[config.mk]
export PLATFORM = sky130hd
export DESIGN_NAME = dpw_queue
export DESIGN_NICKNAME = d
export VERILOG_FILES = /design/src/rtl/core/dpw_queue.sv
export SDC_FILE = /design/constraint.sdc
export NUM_CORES = 1
export LEC_CHECK = 0
export BUFFER_PORTS_ARGS = -buffer_cell sky130_fd_sc_hd__clkbuf_2
export CAP_MARGIN = 20
export CORE_MARGIN = 2
export CORE_UTILIZATION = 63
export CTS_CLUSTER_DIAMETER = 50
export CTS_CLUSTER_SIZE = 28
export DETAILED_ROUTE_END_ITERATION = 10
export PLACE_DENSITY = 0.94
export SLEW_MARGIN = 20
export SYNTH_ARGS = -nofsm -noshare
export SYNTH_HDL_FRONTEND = slang
export SYNTH_SLANG_ARGS = --single-unit
[constraint.sdc]
create_clock -name clk -period 3 [get_ports clk]
set_input_delay 0.3 -clock clk [delete_from_list [all_inputs] [get_ports clk]]
set_output_delay 0.3 -clock clk [all_outputs]
set_load 0.05 [all_outputs]
[src/rtl/core/dpw_queue.sv]
`timescale 1ns / 1ps
// Small first-in first-out queue of packed entries.
// Depends on nothing.
module dpw_queue #(
  parameter int DEPTH = 8,
  parameter int WIDTH = 8
) (
  input  logic                       clk,
  input  logic                       rst,
  input  logic                       push,
  input  logic [WIDTH-1:0]           push_data,
  input  logic                       pop,
  output logic [WIDTH-1:0]           pop_data,
  output logic [$clog2(DEPTH+1)-1:0] count,
  output logic                       empty
);
  localparam int AW = $clog2(DEPTH);

  logic [WIDTH-1:0] mem [DEPTH];
  logic [AW-1:0]    wr_ptr;
  logic [AW-1:0]    rd_ptr;

  always_ff @(posedge clk) begin
    if (push) begin
      mem[wr_ptr] <= push_data;
    end
  end

  always_ff @(posedge clk) begin
    if (rst) begin
      wr_ptr <= '0;
      rd_ptr <= '0;
      count  <= '0;
    end else begin
      if (push) begin
        wr_ptr <= (wr_ptr == AW'(DEPTH - 1)) ? '0 : wr_ptr + 1'b1;
      end
      if (pop) begin
        rd_ptr <= (rd_ptr == AW'(DEPTH - 1)) ? '0 : rd_ptr + 1'b1;
      end
      count <= count + (push ? 1'b1 : 1'b0) - (pop ? 1'b1 : 1'b0);
    end
  end

  assign pop_data = mem[rd_ptr];
  assign empty    = (count == '0);
endmodule

Word level (Yosys, flattened, before mapping)
Memories as Yosys holds them, arrays and structs flattened. A register that Yosys moved wholly into a read port is not among the register bits.
Cells that the tools add are included.
{"block": "op_classes", "muxes": 8, "reduce_logical": 1, "add_sub_neg": 4, "n_eq_ne": 2}
{"operator": "two-way mux 3 bit", "count": 4}
{"operator": "adder 3 x 1 -> 3 bit, second input constant", "count": 2}
{"operator": "== test 3 bit, second input constant", "count": 2}
{"operator": "adder 4 x 1 -> 4 bit", "count": 1}
{"operator": "logical NOT 4 bit", "count": 1}
{"operator": "two-way mux 1 bit", "count": 4}
{"operator": "subtractor 4 x 1 -> 4 bit", "count": 1}
{"block": "word_totals", "wordCells": 19, "ram_bits": 64, "in_bits": 12, "mem_count": 1, "register_bits": 10, "output_inout_bits": 13}
{"memory": "mem", "depth": 8, "word_bits": 8, "rd": 1, "rd_ports_with_merged_regs": 1, "wr": 1, "line": "19", "rtl": "logic [WIDTH-1:0] mem [DEPTH];"}

Longest topological paths before layout
Gate-level depths: netlist of run 1.
{"block": "depth", "word_depth": 4, "ltp_mapped": 7, "mapped_depth_nobuf": 7}

Worst setup path after synthesis of run 1
Ideal clock, no wire load.
{"block": "synth_path", "path_type": "flip-flop to flip-flop", "start": "register count[0]", "end": "register count[2]", "slack_ns": 1.113, "synth_period_minus_slack_ns": 1.887, "n_path_buf": 0, "required_time_ns": 2.872, "stages_incl_launch_ff": 8, "setup_ns": 0.128, "t_arrival_ns": 1.759, "path_cell_list": "dfxtp_1 inv_1 ha_1 inv_1 ha_1 fa_1 xnor2_1 nor2_1"}
{"block": "synth_between", "elab_chain_len": 2}
{"element": "from (decl)", "line": "14", "rtl": "output logic [$clog2(DEPTH+1)-1:0] count,"}
{"element": "from (signal assigned)", "line": "41", "rtl": "count <= count + (push ? 1'b1 : 1'b0) - (pop ? 1'b1 : 1'b0);"}
{"element": "adder 4 x 1 -> 4 bit", "line": "41"}
{"element": "subtractor 4 x 1 -> 4 bit", "line": "41"}
No other way between the ends.
A chain may end at the register's enable or synchronous reset.

==> impl_metrics.toml, run 1 <==
[finish]
design_area_um2 = 3480
area_growth_pct = 11.7
fin_nets = 218
diodes = 0
drive_above_1_share_pct = 23.9

[critical_path]
crit_chain = "buf_4, mux4_1, mux2_2, clkbuf_2"
worstPathRequired_ps = 2700
critical_path_class = "flip-flop to output pin"
timing.rr.end = "mem[5][3]$_DFFE_PP_"
critPathLaunchType = "flip-flop"
path_max_fanout = 9
path_buf_inv = 2
slowest_stage = "dfxtp_1"
cp_data_arrival_time_ps = 2310
cpLargestDelayFamily = "multiplexers"
end_kind = "output pin"
reg2regPathDepth = 2
r2r_start = "wr_ptr[1]$_SDFFE_PP0P_"
slowest_delay_ps = 600
r2r_slack_ps = 1310

[detailed_routing]
drc = 0
wl_per_cell_um = 19.1
wirelength_um = 5120
viasPerCell = 5.66
ant_nets = 0
drt_iter0_drc = 122
firstDrtPassIters = 4
vias = 1516

[placed_design]
dp_hpwl_um = 3480
place_area_um2 = 3290
port-buffer-count = 24
gp_congestion = 0.736

[floorplan]
die-height_um = 74.3
boundaryPins = 25
num_rows = 25
initial_core_util_pct = 65.5
fp.dieArea_um2 = 5520
die_x_um = 74.3
core_um2 = 4750

[clocking]
htreeDepth = 3
cts_max_path_buffers = 2
tritoncts = "built"
postCtsSetupRepairBufs = 0
cts_resized = 0
holdBufCountCts = 0
clockRootBuffer = "clkbuf_8"
clk_pin_slew_ps = 70
clkSinkCount = 77
clk_latency_ps = 340
numCtsBuffers = 9

[sta]
drv_slew = 0
min_period_ps = 2610
timing_hold_violations_final = 0
finalSetupViolCount = 0
tightestPinTransition_ps = 989
fin_tns_setup_ps = 0
fin_worst_skew_ps = 7.78
period_share_pct = 86.9
fmax_ghz = 0.384
rsz0062_at_grt = "no"
slew_headroom_pct = 33.8

[synthesis]
ys_ff_latch = 77
synth_top_area_cell = "edfxtp_1"
synthTopCellsByArea = "edfxtp_1 62%, mux4_1 13%, dfxtp_1 8.4%, ha_1 3.6%, mux2_2 2.9%"
yosysWarningCount = 0
ys_async_sr_fraction_pct = 0
syn_area_per_cell_um2 = 19.0
synth.top_cell.area_share_pct = 61.7
synth-main-ff-cell = "edfxtp_1"
synthMostInstantiatedCell = "edfxtp_1"
netlist_top_cells_count = "64 x edfxtp_1, 15 x mux4_1, 13 x dfxtp_1"
synth_edf_count = 64
synth_nets = 186
ys_seq_area_share_pct = 70.0
syn-instance-count = 164
synth_area_um2 = 3120
post_synth_num_cell_types = 27

[power]
p_sw_uw = 610
pwr_density_cell_nw_per_um2 = 673
clkPwrFrac_pct = 31.3
pwr-share-seq_pct = 52.2
p_leak_uw = 0.00124
peakVddDrop_uv = 481
combPwrFrac_pct = 16.5
swShare_pct = 26.0
p_int_uw = 1730

[global_route]
grt_use_total_pct = 21.7
grt_pass1_wl_um = 7940
grt_max_degree = 17
grt.overflow.total = 0
grt_pass1_vias = 1540
antenna_found_initial = 0

[worst_hold_path]
hp-class = "input port to flip-flop"
whs_path_depth = 1
min_from = "push_data[5]"
min_to = "mem[6][5]$_DFFE_PP_"

[status]
status = "completed"

[run]
timing.max_cap.violations = 0
worst max-delay path by stage:
stage / from / to / slack, ps / cells past startpoint
2_1_floorplan: count[0]$_SDFF_PP0_ / count[2]$_SDFF_PP0_ / 1110 / 7
3_3_place_gp: flip-flop / pop_data[4] / 790 / 4
3_5_place_dp: flip-flop / pop_data[3] / 720 / 4
4_1_cts: flip-flop / pop_data[3] / 350 / 4
5_1_grt: flip-flop / pop_data[3] / 270 / 4
6_report: flip-flop / pop_data[3] / 390 / 4
cells in the final DEF (no fill, tap or decap), drive strengths merged, types with 2 or more instances in the layout:
cell     n
a21oi    5
mux4    16
nor2    11
nor3     2
mux2     8
clkbuf  38
nand3b   2
inv      7
nand2    3
buf      3
nand2b   6
dfxtp   13
nor2b    3
mux2i    2
ha       9
edfxtp  64
cell type report:
cell class | count | area, um^2
tap | 67 | 83.8
clock inverter | 2 | 33.8
clock buffer | 14 | 153
inverter | 7 | 26.3
fill | 286 | 1270
timing repair buffer | 27 | 143
sequential | 77 | 2180
multi-input combinational | 74 | 860
registers in the layout, summed over array words and instances, names as in the netlist, named ones only:
| name | cells |
|---|---|
| wr_ptr | 3 |
| count | 4 |
| mem | 64 |
| rd_ptr | 3 |
worst reg2reg max path: stages, from the launching register on:
cell and delay [ps]:
dfxtp_1 370, nand2b_1 190, nor2_1 760
power by group through the flow:
| stage | logic, uW | clock network, uW | registers, uW |
|---|---|---|---|
| 3_5_place_dp | 386 | 0 | 1250 |
| 6_report | 387 | 734 | 1220 |
| 3_3_place_gp | 356 | 0 | 1240 |
| 2_1_floorplan | 242 | 0 | 1290 |
| 5_1_grt | 416 | 786 | 1230 |
| 4_1_cts | 388 | 744 | 1220 |
layer usage:
layer	track usage (%)	wire length, um	up-vias	part of all wire [%]
li1	-	-	713	-
met1	27.0	2110	761	41
met2	35.3	2750	31	54
met3	5.01	142	11	2.8
met4	12.5	109	0	2.1
met5	0	0	-	0
stage by stage:
step	setup WS (ps)	hold slack [ps]	power, uW	util, %	cells
floorplan	1110	399	1540	-	164
global placement	794	488	1600	69.3	252
detailed placement	717	500	1630	69.3	252
CTS	346	223	2360	73.2	268
global route	269	235	2430	73.2	268
finish	394	236	2340	73.2	268
kinds of logic (layout without fill, tap and decap cells):
kind of cell	count (synthesis)	in the layout	synth area share [%]
AO/OA/AOI/OAI	7	7	1.24
XOR/XNOR	1	1	0.281
adder cells (fa/ha/maj)	10	10	4.26
buffers and inverters	13	50	2.37
flip-flops	77	77	70.0
multiplexers	26	26	16.9
AND/OR/NAND/NOR	30	30	4.90
Power figures use the tool's default switching activity.
==> run 2, diff against run 1 <==
- CORE_UTILIZATION: 63 -> 56
- PLACE_DENSITY: 0.94 -> 0.86
==> impl_metrics.toml, run 2 (synthesis gave the netlist of run 1 again) <==
[critical_path]
slowest_delay_ps = 590
critPathLaunchType = "flip-flop"
endpoint = "pop_data[3]"
crit_chain = "buf_4, mux4_1, mux2_2, clkbuf_2"
worstPathRequired_ps = 2700
critical_path_class = "flip-flop to output pin"
path_max_fanout = 10
end_kind = "output pin"
r2r_start = "wr_ptr[0]$_SDFFE_PP0P_"
cp_data_arrival_time_ps = 2250
r2r_slack_ps = 1360
timing.rr.end = "mem[4][2]$_DFFE_PP_"
slowest_stage = "mux4_1"
reg2regPathDepth = 2

[power]
p_int_uw = 1610
peakVddDrop_uv = 415
pwr-share-seq_pct = 55.0
combPwrFrac_pct = 16.8
pwr_density_cell_nw_per_um2 = 643
swShare_pct = 27.4
p_leak_uw = 0.00124
clkPwrFrac_pct = 28.2
p_sw_uw = 609
finalPower_uw = 2220

[clocking]
postCtsSetupRepairBufs = 0
holdBufCountCts = 0
clockRootBuffer = "clkbuf_8"
clk_latency_ps = 340
clk_pin_slew_ps = 70
tritoncts = "built"
cts_resized = 0
clkSinkCount = 77
htreeDepth = 3
cts_max_path_buffers = 2
numCtsBuffers = 9

[status]
status = "completed"

[finish]
top_register = "mem"
largest_reg_flops = 64
nFillCells = 378
final_common_cell = "edfxtp_1"
area_growth_pct = 11.0
diodes = 0
drive_above_1_share_pct = 25.4
mostFrequentLayoutCells = "64 x edfxtp_1, 24 x clkbuf_2, 15 x mux4_1"
multi_input_area_um2 = 860
utilization_pct = 63.6
fin_nets = 218
biggestRegsByFlops = "mem (64), count (4)"
register_area_um2 = 2180

[global_route]
antenna_found_initial = 0
grt_pass1_vias = 1476
grt.overflow.total = 0
grt_pass1_wl_um = 7620
grt_max_degree = 17
grt_use_total_pct = 17.4

[detailed_routing]
viasPerCell = 5.49
ant_nets = 0
wirelength_um = 4830
drc = 0
firstDrtPassIters = 4
drt_iter0_drc = 138
vias = 1498
wl_per_cell_um = 17.7

[sta]
period_share_pct = 84.9
rsz0062_at_grt = "no"
fmax_ghz = 0.393
fin_worst_skew_ps = 3.80
fin_tns_setup_ps = 0
drv_slew = 0
finalSetupViolCount = 0
slew_headroom_pct = 39.1
min_period_ps = 2550
fin_ws_ps = 454
timing_hold_violations_final = 0
tightestPinTransition_ps = 910

[floorplan]
num_rows = 27
die-height_um = 78.6
initial_core_util_pct = 57.3
boundaryPins = 25
fp.dieArea_um2 = 6180
core_um2 = 5440
die_x_um = 78.6

[placed_design]
dpl_worst_slack_ps = 793
gp_congestion = 0.796
dp_hpwl_um = 3170
port-buffer-count = 24

[run]
timing.max_cap.violations = 0

[worst_hold_path]
hp-class = "input port to flip-flop"
whs_path_depth = 1
min_from = "push_data[2]"
## run 2: metal layers
metal  vias to the layer above  part of all wire [%]  global-route usage, %
li1                        714                     -                      -
met1                       738                    42                   22.9
met2                        38                    52                   27.7
met3                         8                   4.3                   4.02
met4                         0                   1.7                   8.42
met5                         -                     0                      0
## run 2: area by class of cell
class / instances / area share [%]
Clock buffer: 9 / 3.58
Clock inverter: 7 / 0.941
Inverter: 7 / 0.760
Multi-Input combinational cell: 74 / 24.9
Sequential cell: 77 / 63.1
Tap cell: 72 / 2.61
Timing Repair Buffer: 27 / 4.13
## run 2: worst min-delay path by stage
stage                              to  slack (ps)
2_1_floorplan     mem[0][0]$_DFFE_PP_         400
3_3_place_gp   rd_ptr[1]$_SDFFE_PP0P_         480
3_5_place_dp   rd_ptr[1]$_SDFFE_PP0P_         490
4_1_cts           mem[3][2]$_DFFE_PP_         230
5_1_grt           mem[0][0]$_DFFE_PP_         230
6_report          mem[3][2]$_DFFE_PP_         240
## run 2: per-stage QoR
step / area (um^2) / hold slack (ps) / instances
global placement: 3300 / 481 / 257
floorplan: 3120 / 399 / 164
finish: 3460 / 240 / 273
global route: 3460 / 231 / 273
detailed placement: 3300 / 491 / 257
CTS: 3460 / 228 / 273
## run 2: critical path, delay by kind of cell (launching register included)
| kind | cells | cell delay, ps |
|---|---|---|
| flops | 1 | 520 |
| mux | 2 | 870 |
| buf+inv | 2 | 520 |
## run 2: power groups by stage
stage          Sequential, uW  Clock [uW]  Combinational [uW]
6_report                 1220         627                 373
5_1_grt                  1230         694                 409
4_1_cts                  1220         645                 377
3_5_place_dp             1250           0                 376
3_3_place_gp             1240           0                 365
2_1_floorplan            1290           0                 242
