===== config.mk =====
export PLATFORM = sky130hd
export DESIGN_NAME = dpw_front
export DESIGN_NICKNAME = d
export VERILOG_FILES = /design/src/rtl/core/dpw_pkg.sv /design/src/rtl/core/dpw_front.sv
export SDC_FILE = /design/constraint.sdc
export NUM_CORES = 2
export LEC_CHECK = 0
export ABC_AREA = 1
export BUFFER_PORTS_ARGS = -buffer_cell sky130_fd_sc_hd__buf_2
export CORE_UTILIZATION = 30
export DETAILED_ROUTE_END_ITERATION = 8
export GPL_ROUTABILITY_DRIVEN = 0
export MAX_ROUTING_LAYER = met4
export SLEW_MARGIN = 20
export SYNTH_ARGS = -nofsm -noshare
export SYNTH_HDL_FRONTEND = slang
export SYNTH_SLANG_ARGS = --single-unit

===== constraint.sdc =====
create_clock -name clk -period 12.2 [get_ports clk]
set_input_delay 2.44 -clock clk [delete_from_list [all_inputs] [get_ports clk]]
set_output_delay 2.44 -clock clk [all_outputs]
set_load 0.05 [all_outputs]

===== src/rtl/core/dpw_pkg.sv =====
`timescale 1ns / 1ps
// Shared types, constants and rounding helper of the depth pixel to world point unit.
// Depends on nothing.
package dpw_pkg;

  localparam int CFG_INDEX_W = 4;
  localparam int MID_DEPTH   = 8;
  localparam int OUT_DEPTH   = 16;
  localparam int DIM_W       = 15;

  localparam logic [CFG_INDEX_W-1:0] REG_DEPTH_FORMAT    = 4'd0;
  localparam logic [CFG_INDEX_W-1:0] REG_DEPTH_SCALE_INV = 4'd1;
  localparam logic [CFG_INDEX_W-1:0] REG_FOCAL_INV       = 4'd2;
  localparam logic [CFG_INDEX_W-1:0] REG_PRINCIPAL       = 4'd3;
  localparam logic [CFG_INDEX_W-1:0] REG_ROT_X           = 4'd4;
  localparam logic [CFG_INDEX_W-1:0] REG_ROT_Y           = 4'd5;
  localparam logic [CFG_INDEX_W-1:0] REG_ROT_Z           = 4'd6;
  localparam logic [CFG_INDEX_W-1:0] REG_TRANSLATION     = 4'd7;

  localparam logic [56:0] NEAR_LIMIT_Q16 = 57'd6553;
  localparam logic [56:0] FAR_LIMIT_Q16  = 57'd393216;
  localparam logic [7:0]  EXP_LOW_LIMIT  = 8'd104;
  localparam logic [7:0]  EXP_FAR        = 8'd164;
  localparam logic [7:0]  EXP_SHIFT_BASE = 8'd163;
  localparam logic [5:0]  INT_SHIFT_M1   = 6'd13;

  typedef struct packed {
    logic        format;
    logic [31:0] scale;
    logic [15:0] cx;
    logic [15:0] cy;
  } dpw_front_cfg_t;

  typedef struct packed {
    logic [31:0] fx_inv;
    logic [31:0] fy_inv;
    logic [47:0] row_x;
    logic [47:0] row_y;
    logic [47:0] row_z;
    logic [59:0] trans;
  } dpw_back_cfg_t;

  typedef struct packed {
    logic [18:0]        depth;
    logic signed [16:0] du;
    logic signed [16:0] dv;
    logic [23:0]        color;
  } dpw_mid_t;

  typedef struct packed {
    logic [31:0] x;
    logic [31:0] y;
    logic [31:0] z;
    logic [23:0] color;
  } dpw_point_t;

  function automatic logic signed [65:0] round_half_away(input logic signed [65:0] value,
                                                         input int unsigned shift);
    logic [65:0] mag;
    logic [65:0] half;
    half = 66'(1) << (shift - 1);
    mag  = value[65] ? 66'(-value) : 66'(value);
    mag  = (mag + half) >> shift;
    return value[65] ? -$signed(mag) : $signed(mag);
  endfunction

endpackage


===== src/rtl/core/dpw_front.sv =====
`timescale 1ns / 1ps
// Front part: takes pixels, subsample and image checks, depth scaling and range test.
// Depends on dpw_pkg.
module dpw_front #(
  parameter int SUBSAMPLE_STEP = 4,
  parameter int MAX_IMAGE_DIM  = 4096
) (
  input  logic                    clk,
  input  logic                    rst,
  input  logic                    take,
  input  logic [11:0]             column,
  input  logic [11:0]             pixel_row,
  input  logic [31:0]             depth_raw,
  input  logic [23:0]             color,
  input  dpw_pkg::dpw_front_cfg_t cfg,
  output logic                    mid_push,
  output dpw_pkg::dpw_mid_t       mid_data,
  output logic [1:0]              busy_count
);
  import dpw_pkg::*;

  localparam int DIV_SHIFT = 24;
  localparam logic [24:0] RECIP = 25'((2**DIV_SHIFT + SUBSAMPLE_STEP - 1) / SUBSAMPLE_STEP);

  logic        f0_valid;
  logic [11:0] f0_u, f0_v;
  logic [31:0] f0_raw;
  logic [23:0] f0_color;

  logic        f1_valid, f1_ok, f1_drop;
  logic [5:0]  f1_shift;
  logic [55:0] f1_p;
  logic [11:0] f1_u, f1_v;
  logic [23:0] f1_color;

  logic        f2_valid;
  dpw_mid_t    f2_data;

  logic [36:0] prod_u, prod_v;
  logic [15:0] back_u, back_v;
  logic        in_image, on_grid;
  logic [7:0]  exp_field;
  logic [23:0] mant;
  logic [55:0] q;
  logic [56:0] d_full;
  logic        keep;

  always_comb begin
    prod_u    = 37'(f0_u) * 37'(RECIP);
    prod_v    = 37'(f0_v) * 37'(RECIP);
    back_u    = 16'(prod_u[DIV_SHIFT +: 12]) * 16'(SUBSAMPLE_STEP);
    back_v    = 16'(prod_v[DIV_SHIFT +: 12]) * 16'(SUBSAMPLE_STEP);
    on_grid   = (back_u == 16'(f0_u)) && (back_v == 16'(f0_v));
    in_image  = (DIM_W'(f0_u) < DIM_W'(MAX_IMAGE_DIM)) && (DIM_W'(f0_v) < DIM_W'(MAX_IMAGE_DIM));
    exp_field = f0_raw[30:23];
    mant      = cfg.format ? {1'b1, f0_raw[22:0]} : {8'b0, f0_raw[15:0]};
  end

  always_comb begin
    q      = f1_p >> f1_shift;
    d_full = (57'(q) + 57'd1) >> 1;
    keep   = f1_ok && !f1_drop && (d_full > NEAR_LIMIT_Q16) && (d_full <= FAR_LIMIT_Q16);
  end

  always_ff @(posedge clk) begin
    if (rst) begin
      f0_valid <= 1'b0;
      f1_valid <= 1'b0;
      f2_valid <= 1'b0;
    end else begin
      f0_valid <= take;
      f1_valid <= f0_valid;
      f2_valid <= f1_valid && keep;
    end
  end

  always_ff @(posedge clk) begin
    f0_u     <= column;
    f0_v     <= pixel_row;
    f0_raw   <= depth_raw;
    f0_color <= color;

    f1_ok    <= in_image && on_grid;
    f1_drop  <= cfg.format && (exp_field == 8'hFF || f0_raw[31] ||
                exp_field < EXP_LOW_LIMIT || exp_field >= EXP_FAR);
    f1_shift <= cfg.format ? 6'(EXP_SHIFT_BASE - exp_field) : INT_SHIFT_M1;
    f1_p     <= 56'(mant) * 56'(cfg.scale);
    f1_u     <= f0_u;
    f1_v     <= f0_v;
    f1_color <= f0_color;

    f2_data.depth <= d_full[18:0];
    f2_data.du    <= $signed({1'b0, f1_u, 4'b0}) - $signed({1'b0, cfg.cx});
    f2_data.dv    <= $signed({1'b0, f1_v, 4'b0}) - $signed({1'b0, cfg.cy});
    f2_data.color <= f1_color;
  end

  assign mid_push   = f2_valid;
  assign mid_data   = f2_data;
  assign busy_count = 2'(f0_valid) + 2'(f1_valid) + 2'(f2_valid);
endmodule


# [After elaboration in Yosys (flattened, before gate mapping)]
# Index checks and enable logic that the tools add are counted.
[word_totals] regBits=272 latch_bits=0 mem_bits_rw=0 mem_bits_ro=0 output_inout_bits=80 word_cells=44 mem_count=0
[classes] add_sub_neg=6 n_mul=1 n_div=0 magnitude_cmp=4 n_eq_ne=1 shifts=1 mux=1 bitwise_logic=0 n_reduce_logical=12
[ops] operator="$add 56x1->57 const B" n=1
[ops] operator="$gt 56x13->1 const B" n=1
[ops] operator="$le 56x19->1 const B" n=1
[ops] operator="$mul 24x32->56" n=1
[ops] operator="$shr 56x6->56" n=1
[ops] operator="$sub 16x16->17" n=2
[ops] operator="$mux 24" n=1
[ops] operator="$eq 8x8->1 const B" n=1
[ops] operator="$ge 8x8->1 const B" n=1
[ops] operator="$lt 8x7->1 const B" n=1
[ops] operator="$logic_and 1x1->1" n=6
[ops] operator="$sub 6x6->6 const A" n=1
[ops] operator="$logic_not 2->1" n=2
[ops] operator="$logic_or 1x1->1" n=3
[ops] operator="$add 1x1->2" n=1
[ops] operator="$add 2x1->2" n=1
[ops] operator="$logic_not 1->1" n=1

# [Longest topological paths before layout]
[depth] word_depth=6 ltp_mapped=33

# [Least setup slack after synthesis]
# No wires, ideal clock.
[synth_path] path_kind="input to register" startpoint="in cfg[64] (netlist bit)" endpoint="reg f1_p[47]" setup_time_ps=127 arrival_ps=9225 required_time_ps=12073 setup_slack_ps=2849 stages=29 cell_sequence="clkbuf_1 > clkbuf_1 > nand2_1 > inv_1 > clkbuf_1 > nand2_1 > fa_1 > inv_1 > fa_1 > inv_1 > fa_1 > inv_1 > fa_1 > fa_1 > fa_1 > inv_1 > fa_1 > inv_1 > ha_1 > a21oi_1 > inv_1 > a31oi_1 > a21boi_0 > inv_1 > a31oi_1 > o21bai_1 > a21boi_0 > o21ai_0 > xor2_1"
[synth_between] elab_chain_cells=2
[synth_rtl] item="from (decl)" line="dpw_front.sv:15" text="input dpw_pkg::dpw_front_cfg_t cfg,"
[synth_rtl] item="$mux 24" line="dpw_front.sv:56" text="mant = cfg.format ? {1'b1, f0_raw[22:0]} : {8'b0, f0_raw[15:0]};"
[synth_rtl] item="$mul 24x32->56" line="dpw_front.sv:87" text="f1_p <= 56'(mant) * 56'(cfg.scale);"
[synth_rtl] item="to (signal assigned)" line="dpw_front.sv:87"
[synth_rtl] item="to (decl)" line="dpw_front.sv:32" text="logic [55:0] f1_p;"
# Every way passes these cells.
# A chain may end at the register's enable or synchronous reset.

# [Worst setup path in the final report]
# Ends and elaborated chain as after synthesis.

==> reports/metrics.yaml <==
drtAntennaViolNets: 0
cts.path.max_buffers: 3
drv_slew: 0
drcViolationCount: 0
syn_inst: 5000
required_ps: 12630
synth-adder-area-share: 0.418
async_flop_share: 0
synthMuxAreaShare: 0
clkTransAtPathRegs_ps: 60
drv_cap: 0
worst_slew_pin_slew_ps: 1090
design.core.area_mm2: 0.124
ys_ff_latch: 272
die_width_um: 357
startpoint_type: "primary input"
arrival_ps: 10810
drtIter0Drc: 2554
setup_violations: 0
detailroute.via_count: 31880
dieArea_mm2: 0.128
synthFlopType: "dfxtp_1"
min_period_ps: 10390
grt_usage: 0.181
rsz0062_at_grt: "false"
die-height_um: 357
tns_ps: 0
layout_worst_path_cycle_share: 0.851
grt_overflow: 0
ys_types: 55
dp_hpwl_mm: 88.8
final_hold_viol_count: 0
initial_utilization: 0.304
seq_area_mm2: 0.00546
synth_top_family_by_area: "adder cells"
nets: 6095
tritoncts: "built"
drtPass1Iterations: 8
yosys_warnings: 0
io_pins: 228
fmax_mhz: 96.3
grt_start_max_net_pins: 70
synth_xor_area_frac: 0.0201
numCtsBuffers: 35
ctsResizeCount: 0
synth_edf_count: 0
finalClockSkew_ps: 51.2
cp-end-kind: "flop"
wirelength_mm: 110
antenna_found_initial: 0
cts.htree.levels: 2
post_cts_buffers: 0
grt_pass1_vias: 32705
fillers: 13143
relSlewSlack: 0.263
row_count: 129
cts.sinks: 272
port_buffers: 227
worst_skew_pair.late_latency_ps: 590
netlist_area_mm2: 0.0379
grt_pass1_wl_mm: 177
ctsRootBufferMaster: "clkbuf_16"
worstSetupPathType: "in -> reg"
postCtsHoldBufs: 0
layout-drive-gt1-share: 0.0839
wl_per_cell_um: 16.3
syn-num-nets: 6019
vias_per_cell: 4.73
area_growth_pct: 9.70
synth-simple-area-share: 0.251
multi_input_area_mm2: 0.0272
diodes: 0
synth-compound-area-share: 0.0293
min_path_type: "reg -> reg"
synth.avg_cell_area_um2: 7.58
critPathMaxFanout: 43
outcome: "completed"
synth_seq_area_share: 0.144
-- flip-flops by register name, summed over array words and instances, names as in the netlist, 6 cells and up --
register and flops:
f0_color 24, f1_v 12, f0_v 12, mid_data 77, f1_color 24, f0_raw 32
f1_shift 6, f0_u 12, f1_p 56, f1_u 12
-- per-layer routing --
layer	GRT usage	wire length (um)	vias to the layer above
li1	-	-	14934
met1	0.237	47600	15603
met3	0.0210	7740	164
met4	0.0436	2730	0
met2	0.296	51700	1179
met5	-	0	-
-- Yosys cell counts, types with 2 or more instances --
master    count  area, um2
nor2_1      289       1080
ha_1        212       2650
buf_2        37        185
clkinv_1      3       11.3
nand2_1    1305       4900
nor3_2        3       30.0
a31oi_1      18        113
a221oi_1      2       17.5
a21o_1        5       37.5
o211ai_1      3       22.5
o21ai_0      40        200
xnor2_1      23        201
a21boi_0      3       22.5
nand3_2       9       90.1
o21ai_1       9       45.0
fa_1        659      13200
nand3b_1      5       37.5
nand2_4       3       33.8
o31ai_1       3       22.5
nor2_8        2       40.0
nand2_2      35        219
nor4_1        3       18.8
inv_2        11       41.3
buf_1        15       56.3
o221ai_1      5       43.8
o21bai_1      8       60.1
a21oi_1      84        420
buf_4         6       45.0
nand3_1     483       2420
clkbuf_1    141        529
o311ai_0      2       17.5
inv_1      1125       4220
nor2_2       25        156
nand4_1      28        175
nor2_4       12        135
xor2_1       64        561
buf_6         8       90.1
nor3_1       20        100
o21a_1        5       37.5
dfxtp_1     272       5450
-- worst paths after layout --
path,slack [ps],from,to,cells after the start
min reg2reg,310,f0_v[6],f1_v[6],0
max,1810,cfg[64],f1_p[47],27
min,310,f0_v[6],f1_v[6],0
max reg2reg,4260,f0_raw[20],f1_p[47],26
-- critical path, stage by stage --
cell and delay, ps:
buf_2 680, nand2_1 620, inv_1 730, nand2_1 170, fa_1 570, inv_1 50
ha_1 280, inv_1 50, fa_1 540, inv_1 60, fa_1 500, fa_1 520
fa_1 540, inv_1 50, fa_1 530, inv_1 40, ha_1 370, a21oi_1 160
inv_1 70, a31oi_1 120, a21boi_0 430, inv_1 130, a31oi_1 290, o21bai_1 160
a21boi_0 340, o21ai_0 160, xor2_1 160
-- per-stage QoR --
step	instance area, um2	utilization	instances	setup WS (ps)	hold slack (ps)
3_5_place_dp	40300	0.324	6676	1280	312
2_1_floorplan	37900	-	5000	2850	310
6_report	41500	0.334	6738	1810	309
5_1_grt	41500	0.334	6738	1370	313
4_1_cts	41500	0.334	6738	1890	305
3_3_place_gp	40300	0.324	6676	1430	310
-- layout by cell type, fill, tap and decap left out, types with 23 or more instances in the layout --
master / count
a21oi_1: 84
buf_2: 227
clkbuf_16: 35
dfxtp_1: 258
fa_1: 659
ha_1: 212
inv_1: 1124
nand2_1: 1305
nand2_2: 35
nand3_1: 483
nand4_1: 28
nor2_1: 289
nor2_2: 25
o21ai_0: 40
xnor2_1: 23
xor2_1: 64
-- kinds of logic after synthesis --
kind of cell	after synthesis
compound gates	193
xor+xnor	87
fa+ha+maj	871
buf+inv	1349
flops	272
simple gates	2228
-- cell type report --
cell class              instances  share of cell area
multi-input cells            3379               0.655
flip-flops and latches        272               0.131
inverters                    1140               0.103
clock buffers                  45              0.0234
well taps                    1637              0.0493
repair buffers                248              0.0311
clock inverters                17             0.00675
Power is not shown: default switching activity piles up to over one toggle a cycle in this logic, so the estimate is an artifact.
